**config.mk**
```make
export PLATFORM = sky130hd
export DESIGN_NAME = decimal_length_header_parser_unit
export DESIGN_NICKNAME = d
export VERILOG_FILES = /design/src/hdl/dlhp_pkg.sv /design/src/hdl/dlhp_front.sv /design/src/hdl/dlhp_queue.sv /design/src/hdl/dlhp_back.sv /design/src/hdl/decimal_length_header_parser_unit.sv
export SDC_FILE = /design/constraint.sdc
export NUM_CORES = 1
export LEC_CHECK = 0
export BUFFER_PORTS_ARGS = -buffer_cell sky130_fd_sc_hd__buf_2
export CAP_MARGIN = 20
export CORE_MARGIN = 1
export CORE_UTILIZATION = 40
export DETAILED_ROUTE_END_ITERATION = 8
export GPL_ROUTABILITY_DRIVEN = 0
export PLACE_DENSITY = 0.71
export RECOVER_POWER = 100
export SLEW_MARGIN = 25
export SYNTH_ARGS = -nofsm -noshare
export SYNTH_HDL_FRONTEND = slang
export SYNTH_SLANG_ARGS = --single-unit
```
**constraint.sdc**
```tcl
create_clock -name clk_i -period 6.4 [get_ports clk_i]
set_input_delay 0.64 -clock clk_i [delete_from_list [all_inputs] [get_ports clk_i]]
set_output_delay 0.64 -clock clk_i [all_outputs]
set_load 0.1 [all_outputs]
```
**src/hdl/dlhp_pkg.sv**
```systemverilog
// ----------------------------------------------------------------------------
// Decimal length header parser package
// Shared types and character constants for the header parser.
// ----------------------------------------------------------------------------
`default_nettype none

package dlhp_pkg;

  localparam logic [7:0] CH_LF   = 8'h0A;
  localparam logic [7:0] CH_CR   = 8'h0D;
  localparam logic [7:0] CH_ZERO = 8'h30;
  localparam logic [7:0] CH_NINE = 8'h39;

  typedef enum logic [1:0] {
    KIND_DIGIT   = 2'd0,
    KIND_NEWLINE = 2'd1,
    KIND_CR      = 2'd2,
    KIND_OTHER   = 2'd3
  } kind_e;

  typedef enum logic [1:0] {
    PH_FIRST   = 2'd0,
    PH_SECOND  = 2'd1,
    PH_SWALLOW = 2'd2
  } phase_e;

  typedef enum logic [2:0] {
    ST_OK         = 3'd0,
    ST_BAD_CHAR   = 3'd1,
    ST_NL_FIRST   = 3'd2,
    ST_ZERO_CTX   = 3'd3,
    ST_INCOMPLETE = 3'd4,
    ST_OVERFLOW   = 3'd5
  } status_e;

  // One classified byte as it travels from the front end to the parser.
  typedef struct packed {
    kind_e      kind;
    logic [3:0] digit;
    logic       last;
  } entry_t;

  typedef struct packed {
    status_e     status;
    logic [31:0] context_length;
    logic [31:0] message_length;
    logic [16:0] header_length;
  } result_t;

endpackage : dlhp_pkg

`default_nettype wire

```
**src/hdl/dlhp_front.sv**
```systemverilog
// ----------------------------------------------------------------------------
// Header parser front end
// Accepts raw bytes and classifies each one before it enters the queue.
// ----------------------------------------------------------------------------
`default_nettype none

module dlhp_front
  import dlhp_pkg::*;
(
  input  wire logic       in_valid_i,
  input  wire logic [7:0] data_byte_i,
  input  wire logic       end_of_buffer_i,
  output logic            in_stall_o,
  input  wire logic       q_full_i,
  output logic            push_o,
  output entry_t          entry_o
);

  logic is_digit;

  assign is_digit   = (data_byte_i >= CH_ZERO) && (data_byte_i <= CH_NINE);
  assign in_stall_o = q_full_i;
  assign push_o     = in_valid_i && !q_full_i;

  always_comb begin
    entry_o.last  = end_of_buffer_i;
    entry_o.digit = 4'(data_byte_i - CH_ZERO);
    if (data_byte_i == CH_LF) begin
      entry_o.kind = KIND_NEWLINE;
    end else if (data_byte_i == CH_CR) begin
      entry_o.kind = KIND_CR;
    end else if (is_digit) begin
      entry_o.kind = KIND_DIGIT;
    end else begin
      entry_o.kind = KIND_OTHER;
    end
  end

endmodule : dlhp_front

`default_nettype wire

```
**src/hdl/dlhp_queue.sv**
```systemverilog
// ----------------------------------------------------------------------------
// Header parser queue
// Short register FIFO that decouples the front end from the parser.
// ----------------------------------------------------------------------------
`default_nettype none

module dlhp_queue
  import dlhp_pkg::*;
#(
  parameter int unsigned DEPTH = 4
) (
  input  wire logic   clk_i,
  input  wire logic   rst_ni,
  input  wire logic   push_i,
  input  wire entry_t entry_i,
  output logic        full_o,
  input  wire logic   pop_i,
  output logic        empty_o,
  output entry_t      entry_o
);

  localparam int unsigned PtrW = (DEPTH > 1) ? $clog2(DEPTH) : 1;
  localparam int unsigned CntW = $clog2(DEPTH + 1);

  entry_t             mem_q [DEPTH];
  logic [PtrW-1:0]    wr_ptr_q, wr_ptr_d;
  logic [PtrW-1:0]    rd_ptr_q, rd_ptr_d;
  logic [CntW-1:0]    count_q, count_d;

  assign full_o  = (count_q == CntW'(DEPTH));
  assign empty_o = (count_q == '0);
  assign entry_o = mem_q[rd_ptr_q];

  always_comb begin
    wr_ptr_d = wr_ptr_q;
    rd_ptr_d = rd_ptr_q;
    count_d  = count_q;
    if (push_i) begin
      wr_ptr_d = (wr_ptr_q == PtrW'(DEPTH - 1)) ? '0 : wr_ptr_q + 1'b1;
    end
    if (pop_i) begin
      rd_ptr_d = (rd_ptr_q == PtrW'(DEPTH - 1)) ? '0 : rd_ptr_q + 1'b1;
    end
    if (push_i && !pop_i) begin
      count_d = count_q + 1'b1;
    end else if (pop_i && !push_i) begin
      count_d = count_q - 1'b1;
    end
  end

  always_ff @(posedge clk_i or negedge rst_ni) begin
    if (!rst_ni) begin
      wr_ptr_q <= '0;
      rd_ptr_q <= '0;
      count_q  <= '0;
    end else begin
      wr_ptr_q <= wr_ptr_d;
      rd_ptr_q <= rd_ptr_d;
      count_q  <= count_d;
    end
  end

  always_ff @(posedge clk_i) begin
    if (push_i) begin
      mem_q[wr_ptr_q] <= entry_i;
    end
  end

  a_no_overfill: assert property (@(posedge clk_i) disable iff (!rst_ni)
    !(push_i && full_o))
    else $error("queue written while full");

  a_no_underrun: assert property (@(posedge clk_i) disable iff (!rst_ni)
    !(pop_i && empty_o))
    else $error("queue read while empty");

  a_count_bound: assert property (@(posedge clk_i) disable iff (!rst_ni)
    count_q <= CntW'(DEPTH))
    else $error("queue count beyond depth");

endmodule : dlhp_queue

`default_nettype wire

```
**src/hdl/dlhp_back.sv**
```systemverilog
// ----------------------------------------------------------------------------
// Header parser back end
// Runs the two-field decimal parse on classified bytes and holds the result.
// ----------------------------------------------------------------------------
`default_nettype none

module dlhp_back
  import dlhp_pkg::*;
#(
  parameter int unsigned MAX_BUFFER_BYTES = 65536
) (
  input  wire logic   clk_i,
  input  wire logic   rst_ni,
  input  wire logic   empty_i,
  input  wire entry_t entry_i,
  output logic        pop_o,
  output logic        out_valid_o,
  input  wire logic   out_stall_i,
  output result_t     result_o
);

  localparam int unsigned PosW = $clog2(MAX_BUFFER_BYTES + 1);
  localparam logic [PosW-1:0] MaxPos = PosW'(MAX_BUFFER_BYTES);

  phase_e          phase_q, phase_d;
  logic [31:0]     acc1_q, acc1_d;
  logic [31:0]     acc2_q, acc2_d;
  logic [PosW-1:0] pos_q, pos_d;
  logic            out_valid_q, out_valid_d;
  result_t         out_q, out_d;

  logic            emit;
  logic            clear;
  logic            advance;
  status_e         emit_status;
  logic [31:0]     acc_sel;
  logic [35:0]     acc_next;
  logic            overflow;
  logic [PosW:0]   pos_inc;

  // The output register can load whenever it is empty or being drained.
  assign pop_o   = !empty_i && (!out_valid_q || !out_stall_i);
  assign pos_inc = {1'b0, pos_q} + 1'b1;

  // Shared multiply-by-ten and add for whichever field is being parsed.
  assign acc_sel  = (phase_q == PH_FIRST) ? acc1_q : acc2_q;
  assign acc_next = ({4'b0, acc_sel} << 3) + ({4'b0, acc_sel} << 1)
                  + {32'b0, entry_i.digit};
  assign overflow = (acc_next[35:32] != 4'b0);

  // Event decode: does this byte settle the outcome, and how.
  always_comb begin
    emit        = 1'b0;
    emit_status = ST_INCOMPLETE;
    advance     = 1'b0;
    if (pop_o && (phase_q != PH_SWALLOW)) begin
      if (pos_q >= MaxPos) begin
        emit = 1'b1;
      end else begin
        case (entry_i.kind)
          KIND_NEWLINE: begin
            if (phase_q == PH_SECOND) begin
              emit        = 1'b1;
              emit_status = ST_OK;
            end else if (pos_q == '0) begin
              emit        = 1'b1;
              emit_status = ST_NL_FIRST;
            end else if (acc1_q == 32'd0) begin
              emit        = 1'b1;
              emit_status = ST_ZERO_CTX;
            end else begin
              advance = 1'b1;
              emit    = entry_i.last;
            end
          end
          KIND_CR: begin
            emit = entry_i.last;
          end
          KIND_DIGIT: begin
            emit = 1'b1;
            if (overflow) begin
              emit_status = ST_OVERFLOW;
            end else begin
              emit = entry_i.last;
            end
          end
          default: begin
            emit        = 1'b1;
            emit_status = ST_BAD_CHAR;
          end
        endcase
      end
    end
    clear = pop_o && entry_i.last && (emit || (phase_q == PH_SWALLOW));
  end

  // Next phase.
  always_comb begin
    phase_d = phase_q;
    if (clear) begin
      phase_d = PH_FIRST;
    end else if (emit) begin
      phase_d = PH_SWALLOW;
    end else if (advance) begin
      phase_d = PH_SECOND;
    end
  end

  // Accumulators, position and the output register.
  always_comb begin
    acc1_d      = acc1_q;
    acc2_d      = acc2_q;
    pos_d       = pos_q;
    out_d       = out_q;
    out_valid_d = out_valid_q && out_stall_i;
    if (pop_o && (phase_q != PH_SWALLOW) && (pos_q < MaxPos)) begin
      pos_d = pos_inc[PosW-1:0];
      if ((entry_i.kind == KIND_DIGIT) && !overflow) begin
        if (phase_q == PH_FIRST) begin
          acc1_d = acc_next[31:0];
        end else begin
          acc2_d = acc_next[31:0];
        end
      end
    end
    if (emit) begin
      out_valid_d = 1'b1;
      out_d       = '0;
      out_d.status = emit_status;
      if (emit_status == ST_OK) begin
        out_d.context_length = acc1_q;
        out_d.message_length = acc2_q;
        out_d.header_length  = 17'(pos_inc);
      end
    end
    if (clear) begin
      acc1_d = '0;
      acc2_d = '0;
      pos_d  = '0;
    end
  end

  always_ff @(posedge clk_i or negedge rst_ni) begin
    if (!rst_ni) begin
      phase_q     <= PH_FIRST;
      acc1_q      <= '0;
      acc2_q      <= '0;
      pos_q       <= '0;
      out_valid_q <= 1'b0;
    end else begin
      phase_q     <= phase_d;
      acc1_q      <= acc1_d;
      acc2_q      <= acc2_d;
      pos_q       <= pos_d;
      out_valid_q <= out_valid_d;
    end
  end

  always_ff @(posedge clk_i) begin
    out_q <= out_d;
  end

  assign out_valid_o = out_valid_q;
  assign result_o    = out_q;

  a_ok_has_context: assert property (@(posedge clk_i) disable iff (!rst_ni)
    (out_valid_q && (out_q.status == ST_OK)) |-> (out_q.context_length != 32'd0))
    else $error("success reported with a zero context length");

  a_error_zeroed: assert property (@(posedge clk_i) disable iff (!rst_ni)
    (out_valid_q && (out_q.status != ST_OK)) |->
      ((out_q.context_length == 32'd0) && (out_q.message_length == 32'd0)
       && (out_q.header_length == 17'd0)))
    else $error("error result carries nonzero lengths");

  a_swallow_silent: assert property (@(posedge clk_i) disable iff (!rst_ni)
    (phase_q == PH_SWALLOW) |-> !emit)
    else $error("result produced while swallowing");

  a_pos_bound: assert property (@(posedge clk_i) disable iff (!rst_ni)
    pos_q <= MaxPos)
    else $error("byte position beyond buffer limit");

endmodule : dlhp_back

`default_nettype wire

```
**src/hdl/decimal_length_header_parser_unit.sv**
```systemverilog
// ----------------------------------------------------------------------------
// Decimal length header parser unit
// Parses two newline-terminated decimal lengths at the head of each buffer.
// ----------------------------------------------------------------------------
// Usage:
//   The input channel carries one buffer byte per beat, with end_of_buffer_i
//   set on the final byte. The output channel carries one result beat per
//   buffer: a status code and, on success, the context length, message
//   length and header byte count. Error results carry zero lengths.
//   A byte is classified in the front end and written to a four-entry queue;
//   the parser pops one queued byte per cycle while its output register is
//   empty or being drained, so a settling byte passes through the queue and
//   then the output register before its result is presented on the output.
//   Throughput is one byte per cycle unless a result stalls; the parser step
//   is a multiply-by-ten add with an overflow check on a 32-bit accumulator.
//   When the receiver stalls a valid result, the result stays in the output
//   register and the parser stops popping; the queue takes up to four more
//   bytes, and once it fills, in_stall_o is raised.
//   Reset empties the queue, drops any pending result and starts a new
//   buffer in the first field.
// ----------------------------------------------------------------------------
`default_nettype none

module decimal_length_header_parser_unit
  import dlhp_pkg::*;
#(
  parameter int unsigned MAX_BUFFER_BYTES = 65536
) (
  input  wire logic        clk_i,
  input  wire logic        rst_ni,
  input  wire logic        in_valid_i,
  output logic             in_stall_o,
  input  wire logic [7:0]  data_byte_i,
  input  wire logic        end_of_buffer_i,
  output logic             out_valid_o,
  input  wire logic        out_stall_i,
  output logic [2:0]       status_o,
  output logic [31:0]      context_length_o,
  output logic [31:0]      message_length_o,
  output logic [16:0]      header_length_o
);

  logic    push;
  logic    pop;
  logic    q_full;
  logic    q_empty;
  entry_t  front_entry;
  entry_t  queue_entry;
  result_t result;

  dlhp_front u_front (
    .in_valid_i      (in_valid_i),
    .data_byte_i     (data_byte_i),
    .end_of_buffer_i (end_of_buffer_i),
    .in_stall_o      (in_stall_o),
    .q_full_i        (q_full),
    .push_o          (push),
    .entry_o         (front_entry)
  );

  dlhp_queue #(
    .DEPTH (4)
  ) u_queue (
    .clk_i   (clk_i),
    .rst_ni  (rst_ni),
    .push_i  (push),
    .entry_i (front_entry),
    .full_o  (q_full),
    .pop_i   (pop),
    .empty_o (q_empty),
    .entry_o (queue_entry)
  );

  dlhp_back #(
    .MAX_BUFFER_BYTES (MAX_BUFFER_BYTES)
  ) u_back (
    .clk_i       (clk_i),
    .rst_ni      (rst_ni),
    .empty_i     (q_empty),
    .entry_i     (queue_entry),
    .pop_o       (pop),
    .out_valid_o (out_valid_o),
    .out_stall_i (out_stall_i),
    .result_o    (result)
  );

  assign status_o         = result.status;
  assign context_length_o = result.context_length;
  assign message_length_o = result.message_length;
  assign header_length_o  = result.header_length;

endmodule : decimal_length_header_parser_unit

`default_nettype wire

```
==> Word level (Yosys, flattened, before mapping) <==
Memory sizes are Yosys's and may differ from the RTL's.
Cells that the tools add are included.
{ "word_totals": {"ramBits": 28, "mem_count": 1, "out_inout_bits": 86, "ff_bits": 175, "inputBits": 13} }
{ "op_classes": {"n_lt_le_gt_ge": 4, "n_mux": 44, "n_reduce_logical": 34, "n_eq_ne": 11, "n_addsub": 8} }
{ "memory_table": {"columns": ["name", "words", "width", "read_ports", "rd_clocked_by_memory_dff", "wr", "line", "rtl"], "rows": [
  ["u_queue.mem_q", 4, 7, 1, 0, 1, "dlhp_queue.sv:25", "entry_t mem_q [DEPTH];"]
]} }
{ "op_table": {"columns": ["cell", "n"], "rows": [
  ["$mux 32", 9],
  ["$add 35x33->36", 1],
  ["$add 36x4->36", 1],
  ["$mux 17", 2],
  ["$logic_not 32->1", 1],
  ["$mux 3", 7],
  ["$add 17x1->17 const B", 1],
  ["$ge 17x17->1 const B", 1],
  ["$logic_not 17->1", 1],
  ["$lt 17x17->1 const B", 1],
  ["$eq 8x4->1 const B", 2],
  ["$mux 1", 16],
  ["$mux 2", 8],
  ["$logic_and 1x1->1", 11],
  ["$pmux 3 s3", 1],
  ["$eq 2x2->1 const B", 4],
  ["$ge 8x6->1 const B", 1],
  ["$le 8x6->1 const B", 1],
  ["$reduce_bool 2->1", 4],
  ["$logic_not 1->1", 7],
  ["$logic_not 3->1", 2],
  ["$reduce_and 3->1", 2],
  ["$add 2x1->2 const B", 2],
  ["$eq 2x1->1 const B", 2],
  ["11 further kinds", 13]
]} }

==> Logic depth before layout (Yosys ltp) <==
{ "logic_depth": {"depth_word": 13, "depth_mapped": 16} }

==> Cells and area by module <==
Synthesis repeated with hierarchy kept, for this count alone.
{ "hier_totals": {"cells_unflattened": 1020, "hier_area_um2": 11363.4} }
{ "modules_own_cells": {"columns": ["mod", "seq_area_each_um2", "instances", "area_each_um2", "cells_each"], "rows": [
  ["dlhp_back", 4624.4, 1, 9810.7, 930],
  ["dlhp_queue", 1016.0, 1, 1426.4, 74],
  ["dlhp_front", 0.0, 1, 126.4, 16]
]} }

==> Worst setup path after synthesis <==
OpenSTA, ideal clock, no wires.
{ "synth_path": {"path_kind": "reg2reg", "start": "reg u_back.phase_q[1]", "end": "reg u_back.out_q (netlist bit u_back.result_o[0]), enable pin", "path_stages_with_launch": 15, "setup_slack_ns": -0.372, "arrival_time_ns": 6.298, "path_cell_list": "dfrtp_1 nor2_1 clkbuf_1 mux2_2 ha_1 ha_1 fa_1 a211o_1 a21boi_1 o221ai_1 nand2b_1 a21oi_1 xor2_2 a31o_2 a21oi_2"} }
{ "synth_via": {"elab_chain_len": 9} }
{ "synth_rtl": {"columns": ["item", "line", "rtl"], "rows": [
  ["start, declared", "dlhp_back.sv:25", "phase_e phase_q, phase_d;"],
  ["start signal, assigned", "dlhp_back.sv:151", "phase_q <= phase_d;"],
  ["$logic_not 2->1", "dlhp_back.sv:46", "assign acc_sel = (phase_q == PH_FIRST) ? acc1_q : acc2_q;"],
  ["$mux 32", "dlhp_back.sv:46", null],
  ["$add 35x33->36", "dlhp_back.sv:47", "assign acc_next = ({4'b0, acc_sel} << 3) + ({4'b0, acc_sel} << 1)"],
  ["$add 36x4->36", "dlhp_back.sv:48", "+ {32'b0, entry_i.digit};"],
  ["$reduce_bool 4->1", "dlhp_back.sv:49", "assign overflow = (acc_next[35:32] != 4'b0);"],
  ["$mux 1", "dlhp_back.sv:81", "if (overflow) begin"],
  ["$pmux 1 s3", "dlhp_back.sv:60", "case (entry_i.kind)"],
  ["$mux 1", "dlhp_back.sv:57", "if (pos_q >= MaxPos) begin"],
  ["$mux 1 (*)", "dlhp_back.sv:56", "if (pop_o && (phase_q != PH_SWALLOW)) begin"],
  ["named net u_back.emit", "dlhp_back.sv:32", "logic emit;"],
  ["end signal, assigned", "dlhp_back.sv:160", "out_q <= out_d;"],
  ["end, declared", "dlhp_back.sv:30", "result_t out_q, out_d;"]
]} }
The timed path passes the listed nets; every way through them passes the cells marked *.
A chain may end at the register's enable or synchronous reset.

==> Worst setup path in the final report <==
{ "layout_path": {"start": "reg u_back.phase_q[1]", "end": "reg u_back.acc1_q[3]"} }
{ "layout_via": {"elab_chain_len": 13} }
{ "layout_rtl": {"columns": ["item", "line", "rtl"], "rows": [
  ["$logic_not 2->1", "dlhp_back.sv:46, dlhp_back.sv:119", null],
  ["$mux 32", "dlhp_back.sv:46", null],
  ["$add 35x33->36", "dlhp_back.sv:47", null],
  ["$add 36x4->36", "dlhp_back.sv:48", null],
  ["$reduce_bool 4->1", "dlhp_back.sv:49", null],
  ["$mux 1", "dlhp_back.sv:81", null],
  ["$pmux 1 s3", "dlhp_back.sv:60", null],
  ["$mux 1", "dlhp_back.sv:57", null],
  ["$mux 1", "dlhp_back.sv:56", null],
  ["$logic_or 1x1->1", "dlhp_back.sv:94", "clear = pop_o && entry_i.last && (emit || (phase_q == PH_SWALLOW));"],
  ["$logic_and 1x1->1", "dlhp_back.sv:94", null],
  ["$reduce_bool 2->1 (no line)", null, null],
  ["$reduce_and 3->1 (no line)", null, null],
  ["end signal, assigned", "dlhp_back.sv:146", "acc1_q <= '0;"],
  ["end signal, assigned", "dlhp_back.sv:152", "acc1_q <= acc1_d;"],
  ["end, declared", "dlhp_back.sv:26", "logic [31:0] acc1_q, acc1_d;"]
]} }
Parallel ways exist; a longest one is shown, timed or not. The select of a mux whose other input is x is not followed.

==> key figures <==
Outcome
  • Outcome: complete, but fails checks
  • Failing checks: capacitance limit, slew limit

Timing
  • Final number of setup-violating endpoints: 0
  • Final worst path period need: about 5400 ps
  • Post-route setup TNS: 0 ps
  • RSZ-0062 raised after global routing: false
  • Final Cycle Share: 83.8%
  • Worst Tran Pin Value: 3190 ps
  • Max_slew headroom: -113%
  • Final hold vios: 0
  • Worst Setup Slack, final: 1040 ps
  • Fin. max-slew vios: 121
  • Fmax: 0.186 GHz
  • Max Clock Skew: approximately 17 ps

Drt
  • Routed vias: just under 8000
  • DR pass1 iterations: 5
  • Via density: 5.33
  • Post-route ant nets: 0
  • DR WL/cell: 16.5 um
  • Routed wire length: 24600 um
  • Residual DRC count: 0
  • Drt initial violations: 601

Critical path
  • CP peak stage delay: 590 ps
  • Critical Path AT: 5710 ps
  • CP Launch Type: flop
  • Crit. End Element: flop
  • CP Class: flop to flop
  • Worst-path fanout max: 43
  • CP Cell Sequence: nor2_1 > buf_4 > mux2i_1 > xnor2_1 > ha_1 > fa_1 > a211o_1 > a21boi_0 > o221ai_1 > nand2b_1 > a21oi_1 > xor2_1 > nand4_4 > clkbuf_2 > nand3_1 > o21ai_0
  • Slowest stage cell, crit path: clkbuf_2
  • Critical path required time: between 6000 and 7000 ps

GRT
  • First-pass GRT wire length: 40100 um
  • Total track usage: 17.4%
  • Vias in the first global route: between 7000 and 8000
  • Antenna violations before repair: 0
  • Pin count of the biggest net entering global routing: 58
  • GRT overflow: 0

Finish
  • Final nets: 1183
  • Diodes inserted: 0
  • Fin area: 12400 um^2
  • Layout area overhead: 10.9%
  • Share of cells above drive strength 1: about a tenth
  • Final core utilization: 45.6%

CTS
  • CTS buffer count: 22
  • Clock latency at the later pin of the worst-skew pair: around 520 ps
  • Root Buffer: clkbuf_16
  • Clock Pin Slew Worst Setup and Hold Paths: 60 ps
  • Cts hold-fix bufs: 0
  • CTS tree: yes
  • H-tree levels: 1
  • Post-CTS Setup Bufs: 0
  • Max Buffers Root-to-Sink: 3
  • Clock sinks: 203
  • Post-cts resize count: 0

Job
  • Maximum Capacitance Violations: 3

Place
  • Post-detail-place hpwl: 17700 um
  • # port buffers: 98
  • Dpl ws: 1380 ps
  • Post-DP Area: about 12000 um^2

Yosys
  • Post-synth EDFFs: between 100 and 150
  • FFs w/ async S/R, synth: 44.8%
  • Avg Inst Size Synth: 11.0 um^2
  • Synth Instances: 1016
  • Commonest cells in the netlist: 112 x edfxtp_1, 91 x dfrtp_1, 81 x nand2_1
  • Syn. warnings: 0
  • Synth top area cells: edfxtp_1 30%, dfrtp_1 20%, ha_1 7.9%, and2_1 4.1%, nand3_1 3.4%
  • Most numerous cell in the Yosys netlist: edfxtp_1
  • Unique masters post-synth: roughly 80
  • Share of the synthesized area in the top cell type: 30.0%
  • Register area share after synthesis: a little over 50%
  • Mapped cell area: 11200 um^2
  • Post-synth top flop: edfxtp_1
  • Leading area contributor after synthesis: edfxtp_1
  • Flops & latches, synth: 203
  • Synthesized net count: 1102

Floorplan
  • Initial Util: 41.1%
  • Core area: 27300 um^2
  • # rows: 60
  • Chip Width: 169 um
  • # IOs: 99
  • Area of the die: roughly 29000 um^2
  • Die height: 169 um

Worst hold path
  • Worst min path class: input pin to flop
==> stage by stage <==
| step | hold WS (ps) | instances |
|---|---|---|
| floorplan | 344 | 1016 |
| global placement | 477 | 1445 |
| detailed placement | 485 | 1445 |
| CTS | 91.4 | 1485 |
| global route | 360 | 1485 |
| finish | 361 | 1485 |
==> layout by cell type, fill, tap and decap left out, types with 5 or more instances in the layout <==
cell and count:
edfxtp_1 112, clkbuf_1 103, dfrtp_1 91, o21ai_0 82, nand2_1 81, nand3_1 78
ha_1 71, nor2_1 64, a21oi_1 45, and2_0 41, mux2_2 32, and2_1 32
xor2_1 32, xnor2_1 28, clkbuf_16 22, nand4_1 14, inv_1 14, nor4_1 11
nor3_1 11, o21ai_1 9, a21o_1 8, and3_1 7, a211oi_1 6, or3_1 6
buf_2 6, o31ai_1 5, mux4_1 5, o21a_1 5, buf_4 5
==> final cells by class <==
cell class | instances | area [um^2]
fillers | 2562 | 14800
flip-flops and latches | 203 | 5640
multi-input cells | 747 | 5180
clock buffers | 31 | 594
well taps | 372 | 465
repair buffers | 109 | 439
clock inverters | 9 | 57.6
inverters | 14 | 52.6
==> state kept, by name (all words and copies together), names as in the netlist, 2 cells and up <==
register and count:
u_back.result_o 84, u_back.phase_q 2, u_back.pos_q 17, u_queue.count_q 3, u_back.acc1_q 32, u_queue.wr_ptr_q 2, u_queue.rd_ptr_q 2, u_back.acc2_q 32
u_queue.mem_q 28
==> cells by family after synthesis <==
group           synth area share [%]
mux                             5.35
buf+inv                         3.16
compound gates                  10.8
flops                           50.3
xor+xnor                        4.75
fa+ha+maj                       8.28
simple gates                    17.4
==> routing by layer <==
layer | vias to the layer above | wire, um | track usage (%)
met2 | 174 | 11700 | 29.1
met5 | - | 0 | 0
met3 | 30 | 1260 | 2.36
met1 | 3847 | 11200 | 23.8
met4 | 0 | 359 | 4.00
li1 | 3864 | - | -
==> worst paths after layout <==
| path | start | end | slack, ps | cells after the start |
|---|---|---|---|---|
| max | u_back.phase_q[1]$_DFFE_PN0P_ | u_back.acc1_q[3]$_DFFE_PN0P_ | 1040 | 16 |
| min | out_stall_i | u_back.out_valid_o$_DFF_PN0_ | 360 | 2 |
| max reg2reg | u_back.phase_q[1]$_DFFE_PN0P_ | u_back.acc1_q[3]$_DFFE_PN0P_ | 1040 | 16 |
| min reg2reg | u_queue.count_q[2]$_DFFE_PN0P_ | u_queue.count_q[2]$_DFFE_PN0P_ | 490 | 1 |
| max in group asynchronous | rst_ni | u_queue.rd_ptr_q[0]$_DFFE_PN0P_ | 1900 | 2 |
| min in group asynchronous | rst_ni | u_back.acc1_q[20]$_DFFE_PN0P_ | 660 | 1 |
==> critical path: cells and delay by family, from the launching register on <==
kind	cells	cell delay [ps]
muxes	1	440
xor gates and xnor gates	2	510
AOI/OAI and AO/OA	5	1160
DFF	1	470
buffers and inverters	2	870
adders and majority gates	2	770
and+or+nand+nor	4	960
Power is not shown: default switching activity piles up to over one toggle a cycle in this logic, so the estimate is an artifact.
